--- src/design/ghash_pkg.sv ---
// ----------------------------------------------------------------------------
// GHASH package
// Shared types and constants for the GHASH accumulator: field widths, the
// reduction constant, configuration register indexes and the command struct.
// ----------------------------------------------------------------------------
package ghash_pkg;

  // Width of one GF(2^128) element and of one half of it.
  localparam int GF_BITS   = 128;
  localparam int HALF_BITS = 64;

  // Reflected reduction polynomial R = 0xE1 || 0^120.
  localparam logic [GF_BITS-1:0] GF_REDUCE = {8'hE1, 120'd0};

  // Configuration register indexes.
  localparam int             CFG_IDX_BITS    = 1;
  localparam logic [CFG_IDX_BITS-1:0] REG_SUBKEY_HIGH = 1'b0;
  localparam logic [CFG_IDX_BITS-1:0] REG_SUBKEY_LOW  = 1'b1;

  // Commands from the controller to the datapath.
  typedef struct packed {
    logic load;    // take a new block and start a multiply
    logic step;    // process one digit of the subkey
    logic commit;  // move the product to the output register
  } ghash_cmd_t;

endpackage

--- src/design/ghash_ctrl.sv ---
// ----------------------------------------------------------------------------
// GHASH controller
// Sequences one block at a time: accept, digit steps, then hand-over of the
// product to the output register once that register is free.
// ----------------------------------------------------------------------------
module ghash_ctrl
  import ghash_pkg::*;
#(
  parameter int STEPS = 16
) (
  input  logic       clk,
  input  logic       rst,
  input  logic       s_axis_tvalid,
  output logic       s_axis_tready,
  output logic       m_axis_tvalid,
  input  logic       m_axis_tready,
  output ghash_cmd_t cmd
);

  localparam int CNT_W = (STEPS > 1) ? $clog2(STEPS) : 1;

  localparam logic [1:0] ST_IDLE = 2'd0;
  localparam logic [1:0] ST_RUN  = 2'd1;
  localparam logic [1:0] ST_DONE = 2'd2;

  logic [1:0]       state;
  logic [1:0]       state_next;
  logic [CNT_W-1:0] step_cnt;
  logic             last_step;
  logic             out_free;

  // Handshake and command decode.
  assign s_axis_tready = (state == ST_IDLE);
  assign out_free      = !m_axis_tvalid || m_axis_tready;
  assign last_step     = (step_cnt == CNT_W'(STEPS - 1));
  assign cmd.load      = s_axis_tvalid && s_axis_tready;
  assign cmd.step      = (state == ST_RUN);
  assign cmd.commit    = (state == ST_DONE) && out_free;

  // Next-state logic.
  always_comb begin
    state_next = state;
    unique case (state)
      ST_IDLE: begin
        if (cmd.load) state_next = ST_RUN;
      end
      ST_RUN: begin
        if (last_step) state_next = ST_DONE;
      end
      ST_DONE: begin
        if (out_free) state_next = ST_IDLE;
      end
      default: state_next = ST_IDLE;
    endcase
  end

  // State, digit counter and output beat flag.
  always_ff @(posedge clk) begin
    if (rst) begin
      state         <= ST_IDLE;
      step_cnt      <= '0;
      m_axis_tvalid <= 1'b0;
    end else begin
      state <= state_next;
      if (cmd.load) begin
        step_cnt <= '0;
      end else if (cmd.step) begin
        step_cnt <= step_cnt + 1'b1;
      end
      if (cmd.commit) begin
        m_axis_tvalid <= 1'b1;
      end else if (m_axis_tready) begin
        m_axis_tvalid <= 1'b0;
      end
    end
  end

endmodule

--- src/design/ghash_datapath.sv ---
// ----------------------------------------------------------------------------
// GHASH datapath
// Holds the subkey, the running hash and the digit-serial GF(2^128)
// multiplier, plus the output register.
// ----------------------------------------------------------------------------
module ghash_datapath
  import ghash_pkg::*;
#(
  parameter int DIGIT_BITS = 8,
  parameter int STEPS      = 16
) (
  input  logic                    clk,
  input  logic                    rst,
  input  ghash_cmd_t              cmd,
  input  logic                    cfg_wr_en,
  input  logic [CFG_IDX_BITS-1:0] cfg_index,
  input  logic [HALF_BITS-1:0]    cfg_data,
  input  logic [GF_BITS-1:0]      s_axis_tdata,
  input  logic                    s_axis_tlast,
  output logic [GF_BITS-1:0]      m_axis_tdata,
  output logic                    m_axis_tlast
);

  // The multiplier register is padded with zeros below the subkey so that
  // a digit size that does not divide 128 simply runs a short last digit.
  localparam int A_BITS = STEPS * DIGIT_BITS;

  logic [HALF_BITS-1:0] subkey_high;
  logic [HALF_BITS-1:0] subkey_low;
  logic [GF_BITS-1:0]   running_hash;
  logic [A_BITS-1:0]    mult;
  logic [GF_BITS-1:0]   acc;
  logic [GF_BITS-1:0]   shifted;
  logic                 last_flag;
  logic [GF_BITS-1:0]   acc_next;
  logic [GF_BITS-1:0]   shifted_next;
  logic [GF_BITS-1:0]   block;
  logic [GF_BITS-1:0]   hash_word;

  // Fields arrive with block_high in the low half of the beat.
  assign block = {s_axis_tdata[HALF_BITS-1:0], s_axis_tdata[GF_BITS-1:HALF_BITS]};

  // Configuration registers.
  always_ff @(posedge clk) begin
    if (rst) begin
      subkey_high <= '0;
      subkey_low  <= '0;
    end else if (cfg_wr_en) begin
      unique case (cfg_index)
        REG_SUBKEY_HIGH: subkey_high <= cfg_data;
        REG_SUBKEY_LOW:  subkey_low  <= cfg_data;
        default: ;
      endcase
    end
  end

  // One digit of the multiply: each subkey bit, MSB first, adds the shifted
  // multiplicand, which then moves one place with reflected reduction.
  always_comb begin
    logic [GF_BITS-1:0] z;
    logic [GF_BITS-1:0] v;
    logic               carry;
    z = acc;
    v = shifted;
    for (int d = 0; d < DIGIT_BITS; d++) begin
      if (mult[A_BITS-1-d]) z = z ^ v;
      carry = v[0];
      v     = v >> 1;
      if (carry) v = v ^ GF_REDUCE;
    end
    acc_next     = z;
    shifted_next = v;
  end

  // Running hash and multiplier registers.
  always_ff @(posedge clk) begin
    if (rst) begin
      running_hash <= '0;
    end else if (cmd.commit) begin
      running_hash <= last_flag ? '0 : acc;
    end
  end

  always_ff @(posedge clk) begin
    if (cmd.load) begin
      acc       <= '0;
      shifted   <= running_hash ^ block;
      mult      <= A_BITS'({subkey_high, subkey_low}) << (A_BITS - GF_BITS);
      last_flag <= s_axis_tlast;
    end else if (cmd.step) begin
      acc     <= acc_next;
      shifted <= shifted_next;
      mult    <= mult << DIGIT_BITS;
    end
  end

  // Output register, hash_high in the low half of the beat.
  always_ff @(posedge clk) begin
    if (cmd.commit) begin
      hash_word    <= acc;
      m_axis_tlast <= last_flag;
    end
  end

  assign m_axis_tdata = {hash_word[HALF_BITS-1:0], hash_word[GF_BITS-1:HALF_BITS]};

endmodule

--- src/design/ghash_accumulator.sv ---
// ----------------------------------------------------------------------------
// GHASH accumulator
// Streaming GCM GHASH engine: Y = (Y xor X) * H per block, cleared after the
// block marked last.
// ----------------------------------------------------------------------------
// Each accepted block returns one beat holding the updated hash. Blocks are
// handled one at a time: a block is taken, the GF(2^128) product is formed
// DIGIT_BITS subkey bits per cycle, then the DONE state moves it into the
// output register once that register is free, and only then is a new block
// accepted. The output register lets the next block start while a result
// still waits to be taken. The subkey is written through the configuration
// port (index 0 bytes 0 to 7, index 1 bytes 8 to 15); the host must write it
// only while the block is idle, which the block itself does not enforce. The
// running hash clears after a beat with tlast set, so the host sends AAD,
// ciphertext and then the lengths block.
// ----------------------------------------------------------------------------
module ghash_accumulator
  import ghash_pkg::*;
#(
  parameter int DIGIT_BITS = 8
) (
  input  logic                    clk,
  input  logic                    rst,
  input  logic                    cfg_wr_en,
  input  logic [CFG_IDX_BITS-1:0] cfg_index,
  input  logic [HALF_BITS-1:0]    cfg_data,
  input  logic                    s_axis_tvalid,
  output logic                    s_axis_tready,
  input  logic [GF_BITS-1:0]      s_axis_tdata,   // block_high, block_low
  input  logic                    s_axis_tlast,   // last_block
  output logic                    m_axis_tvalid,
  input  logic                    m_axis_tready,
  output logic [GF_BITS-1:0]      m_axis_tdata,   // hash_high, hash_low
  output logic                    m_axis_tlast    // final_hash
);

  localparam int STEPS = (GF_BITS + DIGIT_BITS - 1) / DIGIT_BITS;

  ghash_cmd_t cmd;

  // Sequencing.
  ghash_ctrl #(
    .STEPS (STEPS)
  ) u_ctrl (
    .clk           (clk),
    .rst           (rst),
    .s_axis_tvalid (s_axis_tvalid),
    .s_axis_tready (s_axis_tready),
    .m_axis_tvalid (m_axis_tvalid),
    .m_axis_tready (m_axis_tready),
    .cmd           (cmd)
  );

  // Arithmetic and storage.
  ghash_datapath #(
    .DIGIT_BITS (DIGIT_BITS),
    .STEPS      (STEPS)
  ) u_datapath (
    .clk          (clk),
    .rst          (rst),
    .cmd          (cmd),
    .cfg_wr_en    (cfg_wr_en),
    .cfg_index    (cfg_index),
    .cfg_data     (cfg_data),
    .s_axis_tdata (s_axis_tdata),
    .s_axis_tlast (s_axis_tlast),
    .m_axis_tdata (m_axis_tdata),
    .m_axis_tlast (m_axis_tlast)
  );

endmodule
--- config.mk ---
export PLATFORM = sky130hd
export DESIGN_NAME = ghash_accumulator
export DESIGN_NICKNAME = d
export VERILOG_FILES = /design/src/design/ghash_pkg.sv /design/src/design/ghash_ctrl.sv /design/src/design/ghash_datapath.sv /design/src/design/ghash_accumulator.sv
export SDC_FILE = /design/constraint.sdc
export NUM_CORES = 2
export LEC_CHECK = 0
export ABC_AREA = 1
export BUFFER_PORTS_ARGS = -buffer_cell sky130_fd_sc_hd__buf_4
export CAP_MARGIN = 5
export CORE_ASPECT_RATIO = 1.1
export CORE_MARGIN = 2
export CORE_UTILIZATION = 55
export CTS_BUF_LIST = sky130_fd_sc_hd__clkbuf_8
export CTS_CLUSTER_DIAMETER = 30
export DETAILED_ROUTE_END_ITERATION = 8
export HOLD_SLACK_MARGIN = 0.06
export PLACE_DENSITY = 0.73
export SYNTH_ARGS = -nofsm -noshare
export SYNTH_HDL_FRONTEND = slang
export SYNTH_SLANG_ARGS = --single-unit
--- constraint.sdc ---
create_clock -name clk -period 10.2 [get_ports clk]
set_input_delay 1.02 -clock clk [delete_from_list [all_inputs] [get_ports clk]]
set_output_delay 1.02 -clock clk [all_outputs]
set_load 0.005 [all_outputs]
Word level (Yosys, flattened, before mapping)
Index checks and enable logic that the tools add are counted.
{"block": "word_totals", "regBits": 777, "latchBits": 0, "mem_bits_rw": 0, "rom_bits": 0, "input_bits": 199, "out_inout_bits": 131, "wordCells": 75, "n_memories": 0}
{"block": "classes", "addsub": 1, "multipliers": 0, "div_mod_pow": 0, "magnitude_cmp": 0, "n_eq_ne": 6, "n_shift": 0, "n_mux": 27, "bitwise": 18, "n_reduce_logical": 11}
{"operator": "128-bit 2-to-1 mux", "count": 21}
{"operator": "128-bit bitwise XOR", "count": 9}
{"operator": "3-bit inverter with 4-bit output", "count": 8}
{"operator": "2-bit 2-to-1 mux", "count": 3}
{"operator": "2-bit one-hot mux with 3 select lines", "count": 1}
{"operator": "4-bit by 1-bit adder with 4-bit output (second input constant)", "count": 1}
{"operator": "4-bit equality test (second input constant)", "count": 1}
{"operator": "2-bit by 1-bit inequality test with 1-bit output (second input constant)", "count": 2}
{"operator": "2-bit AND reduction", "count": 2}
{"operator": "2-bit nonzero test", "count": 2}
{"operator": "3-bit AND reduction", "count": 1}
{"operator": "2-bit by 1-bit equality test with 1-bit output (second input constant)", "count": 1}
{"operator": "2-bit equality test (second input constant)", "count": 1}
{"operator": "1-bit logical AND", "count": 2}
{"operator": "2-bit zero test", "count": 1}
{"operator": "1-bit 2-to-1 mux", "count": 2}
{"operator": "2-bit inequality test (second input constant)", "count": 1}
{"operator": "2-bit OR reduction", "count": 1}
{"operator": "1-bit zero test", "count": 1}
{"operator": "1-bit logical OR", "count": 1}
{"operator": "1-bit inverter", "count": 1}

Longest topological paths before layout
{"block": "logic_depth", "depth_word": 18, "depth_mapped": 17, "mapped_depth_nobuf": 16}

Modules after synthesis
A second synthesis with hierarchy kept.
{"block": "unflattened", "cells_unflattened": 6304, "area_unflattened_um2": 46726.1}
{"module": "ghash_datapath", "instances": 1, "cells_each": 6258, "area_each_um2": 46387.0, "seq_area_each_um2": 19278.5}
{"module": "ghash_ctrl", "instances": 1, "cells_each": 46, "area_each_um2": 339.1, "seq_area_each_um2": 140.1}

Worst setup path before layout
Ideal clock, no wire load.
{"block": "synth_timing", "path_type": "input to register", "start": "input port s_axis_tvalid", "end": "register u_datapath.mult[0], enable pin", "t_arrival_ns": 6.006, "required_ns": 8.251, "slack_ns": 2.245, "stages": 5, "n_path_buf": 3, "path_cell_list": "nand2_1 buf_2 clkbuf_1 clkbuf_1 nand2_1"}
{"block": "synth_between", "elab_chain_cells": 2}
{"element": "start: declaration", "line_no": "ghash_accumulator.sv:27", "rtl": "input logic s_axis_tvalid,"}
{"element": "1-bit logical AND", "line_no": "ghash_ctrl.sv:36", "rtl": "assign cmd.load = s_axis_tvalid && s_axis_tready;"}
{"element": "2-bit nonzero test (no line)"}
{"element": "end signal: assignment", "line_no": "ghash_datapath.sv:88", "rtl": "mult <= A_BITS'({subkey_high, subkey_low}) << (A_BITS - GF_BITS);"}
{"element": "end signal: assignment", "line_no": "ghash_datapath.sv:93", "rtl": "mult <= mult << DIGIT_BITS;"}
{"element": "end: declaration", "line_no": "ghash_datapath.sv:31", "rtl": "logic [A_BITS-1:0] mult;"}
No other way between the ends.
A chain may end at the register's enable or synchronous reset.

Final worst setup path
{"block": "layout_timing", "start": "register u_ctrl.state[0]", "end": "register u_datapath.mult[30], enable pin"}
{"block": "layout_between", "elab_chain_cells": 3, "elab_cells_between_ends": 4, "classes_between": "eq/ne (1); reduce/logical (3)"}
{"element": "start: declaration", "line_no": "ghash_ctrl.sv:26", "rtl": "logic [1:0] state;"}
{"element": "start signal: assignment", "line_no": "ghash_ctrl.sv:64", "rtl": "state <= state_next;"}
{"element": "2-bit zero test", "line_no": "ghash_ctrl.sv:33", "rtl": "assign s_axis_tready = (state == ST_IDLE);"}
{"element": "1-bit logical AND", "line_no": "ghash_ctrl.sv:36"}
{"element": "2-bit nonzero test (no line) (*)"}
Every way passes the cells marked *; elsewhere a longest branch is shown, timed or not.

==> impl_metrics.toml <==
[route]
drcViolationCount = 0
routed_wl_um = 127000
viasPerCell = 5.38
drtIter0Drc = 3723
vias = 38799
routedWlPerCell_um = 17.6
first_pass_iters = 6
drtAntennaViolNets = 0

[yosys]
ys_warn_count = 0
synth-simple-area-share_pct = 23.9
synth-compound-area-share_pct = 7.57
synthAdderAreaFrac_pct = 0.0274
synth_seq_area_share_pct = 42.5
syn_nets = 6120
synth_top_family_by_area = "simple AND/OR/NAND/NOR gates"
ys_types = 30
muxShareOfSynthArea_pct = 0
syn_inst = 5920
ys_seq_elements = 777
netlist_area_mm2 = 0.0457
synth.avg_cell_area_um2 = 7.72
synth_xor_area_share_pct = 19.0

[clock_network]
postCtsSetupBuffers = 0
cts_buffers = 160
hold_buffers = 0
clk_pin_slew_worst_paths_ps = 60
h-tree-depth = 4
cts_tree = "yes"
clk_root_buffer_cell = "clkbuf_8"
post_cts_resized = 0
cts_sinks = 777
cts.path.max_buffers = 3
clkLatencyLatePin_ps = 850

[grt]
antenna_found_initial = 12
grt_pass1_wl_um = 200000
overflow = 0
grt_pass1_vias = 37121
grtUsageTotal_pct = 29.4
grt_max_degree = 223

[worst_setup_path]
crit_chain = "nor2_1 > nand2_4 > nand2_4 > buf_4 > buf_4"
critPathCaptureType = "flip-flop"
critPathTopFamily = "simple AND/OR/NAND/NOR gates"
cp-start-kind = "flip-flop"
cpMaxStageDelayCell = "nand2_4"
cp.required_ps = 10680
crit_path_max_fanout = 77
slowest_delay_ps = 1110
arrival_ps = 4990
crit_buf_inv = 2
critPathKind = "flip-flop to flip-flop"

[power]
powerDensity_mw_per_mm2 = 214
vdd_drop_max_uv = 149
switching_share_pct = 34.9
p_leak_nw = 21.7
clkPwrFrac_pct = 34.1
seq_power_share_pct = 37.7
p_int_w = 0.00722
p_comb_share_pct = 28.3
p_switching_w = 0.00387

[finish]
fill_cells = 7141
area_growth_syn_to_layout_pct = 13.1
nets = 6213
drive_gt1_share_pct = 12.0

[timing]
max_freq_mhz = 222
setup_slack_ps = 5700
final.min_clock_period_ps = 4500
fin_crit_sh_pct = 44.2
slew_headroom_pct = 19.0
worstMarginPinSlew_ps = 1220
drv_slew = 0
finClkSkew_ps = 51.7
tns_ps = 0
hold_viol = 0
rsz0062_at_grt = "false"
setup_violations = 0

[place]
dp_hpwl_um = 75200
io_buffers = 329
pre_cts_ws_ps = 5400
globalplace.congestion = 0.844

[worst_hold_path]
holdCritPathClass = "input port to flip-flop"

[floorplan]
start_util_pct = 55.7
fp-row-count = 110
ios = 330
die_h_um = 306
core-area_mm2 = 0.0820
die_x_um = 279
die_area_mm2 = 0.0854

[flow_run]
cap_violations = 0

[run_status]
status = "finished clean"
[power by group through the flow]
stage	sequential, W	combinational (W)	clock (W)
2_1_floorplan	0.00391	0.00275	0
3_3_place_gp	0.00421	0.00300	0
3_5_place_dp	0.00422	0.00310	0
4_1_cts	0.00416	0.00312	0.00383
5_1_grt	0.00420	0.00353	0.00397
6_report	0.00417	0.00313	0.00378
[per-layer routing]
| metal | part of all wire [%] | vias to the layer above | track usage (%) |
|---|---|---|---|
| met3 | 9.1 | 330 | 7.03 |
| li1 | - | 18645 | - |
| met1 | 40 | 18187 | 36.9 |
| met5 | 0.11 | - | 0 |
| met4 | 3.6 | 22 | 13.0 |
| met2 | 47 | 1615 | 48.1 |
[cell families (layout without fill, tap and decap cells)]
group / after synthesis / count (layout)
AOI/OAI and AO/OA: 651 / 651
xor gates and xnor gates: 949 / 949
adders and majority gates: 1 / 1
buffers and inverters: 769 / 1000
DFF: 777 / 777
other: 0 / 2
and+or+nand+nor: 2773 / 2773
[registers in the layout, summed over array words and instances, names as in the netlist, 4 cells and up]
signal	count
u_datapath.acc	128
u_datapath.hash_word	128
u_datapath.mult	128
u_datapath.running_hash	128
u_datapath.shifted	128
u_datapath.subkey_high	64
u_datapath.subkey_low	64
u_ctrl.step_cnt	4
[synth_stat cells (all sizes together)]
| cell type | count | area share [%] |
|---|---|---|
| o21ai | 393 | 4.3 |
| nand3b | 11 | 0.18 |
| xnor2 | 603 | 12 |
| o221ai | 1 | 0.019 |
| a21oi | 178 | 1.9 |
| o31ai | 1 | 0.016 |
| edfxtp | 386 | 25 |
| xor2 | 346 | 7.5 |
| nand3 | 245 | 2.7 |
| clkinv | 1 | 0.0082 |
| dfxtp | 391 | 17 |
| inv | 337 | 2.8 |
| clkbuf | 273 | 2.2 |
| o21bai | 78 | 1.3 |
| ha | 1 | 0.027 |
| buf | 158 | 2.0 |
| nand2 | 2076 | 17 |
| nor2 | 434 | 3.6 |
| or2 | 4 | 0.055 |
| nor3b | 1 | 0.016 |
| nand4 | 1 | 0.014 |
| nor3 | 1 | 0.011 |
[path summary, 6_finish.rpt]
path	start	end	slack, ps	depth (start not counted)
worst min register to register	u_datapath.subkey_low[2]	u_datapath.subkey_low[2]	470	2
worst max-delay path	u_ctrl.state[0]	u_datapath.mult[30]	5700	5
worst max register to register	u_ctrl.state[0]	u_datapath.mult[30]	5700	5
worst min-delay path	s_axis_tlast	u_datapath.last_flag	370	1
[cell usage in the layout, fill, tap and decap left out, drive strengths merged]
| cell type | instances |
|---|---|
| o31ai | 1 |
| nor3b | 1 |
| ha | 1 |
| o221ai | 1 |
| nand2 | 2076 |
| buf | 362 |
| nor3 | 1 |
| a21oi | 178 |
| nand3b | 11 |
| dfxtp | 391 |
| clkinvlp | 16 |
| bufinv | 24 |
| xnor2 | 603 |
| o21ai | 393 |
| edfxtp | 386 |
| diode | 2 |
| or2 | 4 |
| nor2 | 434 |
| o21bai | 78 |
| clkbuf | 176 |
| clkinv | 50 |
| nand3 | 245 |
| inv | 372 |
| xor2 | 346 |
| nand4 | 1 |
[stage by stage]
stage | utilization [%] | power (W) | hold slack, ps | instance area, um2 | instances
floorplan | - | 0.00666 | 426 | 45700 | 5920
global route | 63.0 | 0.0117 | 327 | 51700 | 7217
CTS | 63.0 | 0.0111 | 301 | 51700 | 7215
finish | 63.0 | 0.0111 | 373 | 51700 | 7217
global placement | 58.4 | 0.00722 | 442 | 47900 | 6915
detailed placement | 58.4 | 0.00731 | 457 | 47900 | 6915
[final cells by class]
type / instances / area [um2] / share of cell area [%]
multi-input cells: 4374 / 23100 / 44.7
clock inverters: 124 / 1360 / 2.63
flip-flops and latches: 777 / 19400 / 37.5
diodes: 2 / 5.00 / 0.00968
repair buffers: 362 / 2780 / 5.38
clock buffers: 176 / 2420 / 4.68
inverters: 338 / 1290 / 2.49
well taps: 1064 / 1330 / 2.57
[worst reg2reg max path, cell delays in order (launching register included)]
cell     delay (ps)
dfxtp_1         330
nor2_1          350
nand2_4         560
nand2_4        1150
buf_4           960
buf_4           770
No activity file was read; power rests on OpenSTA's default activity.
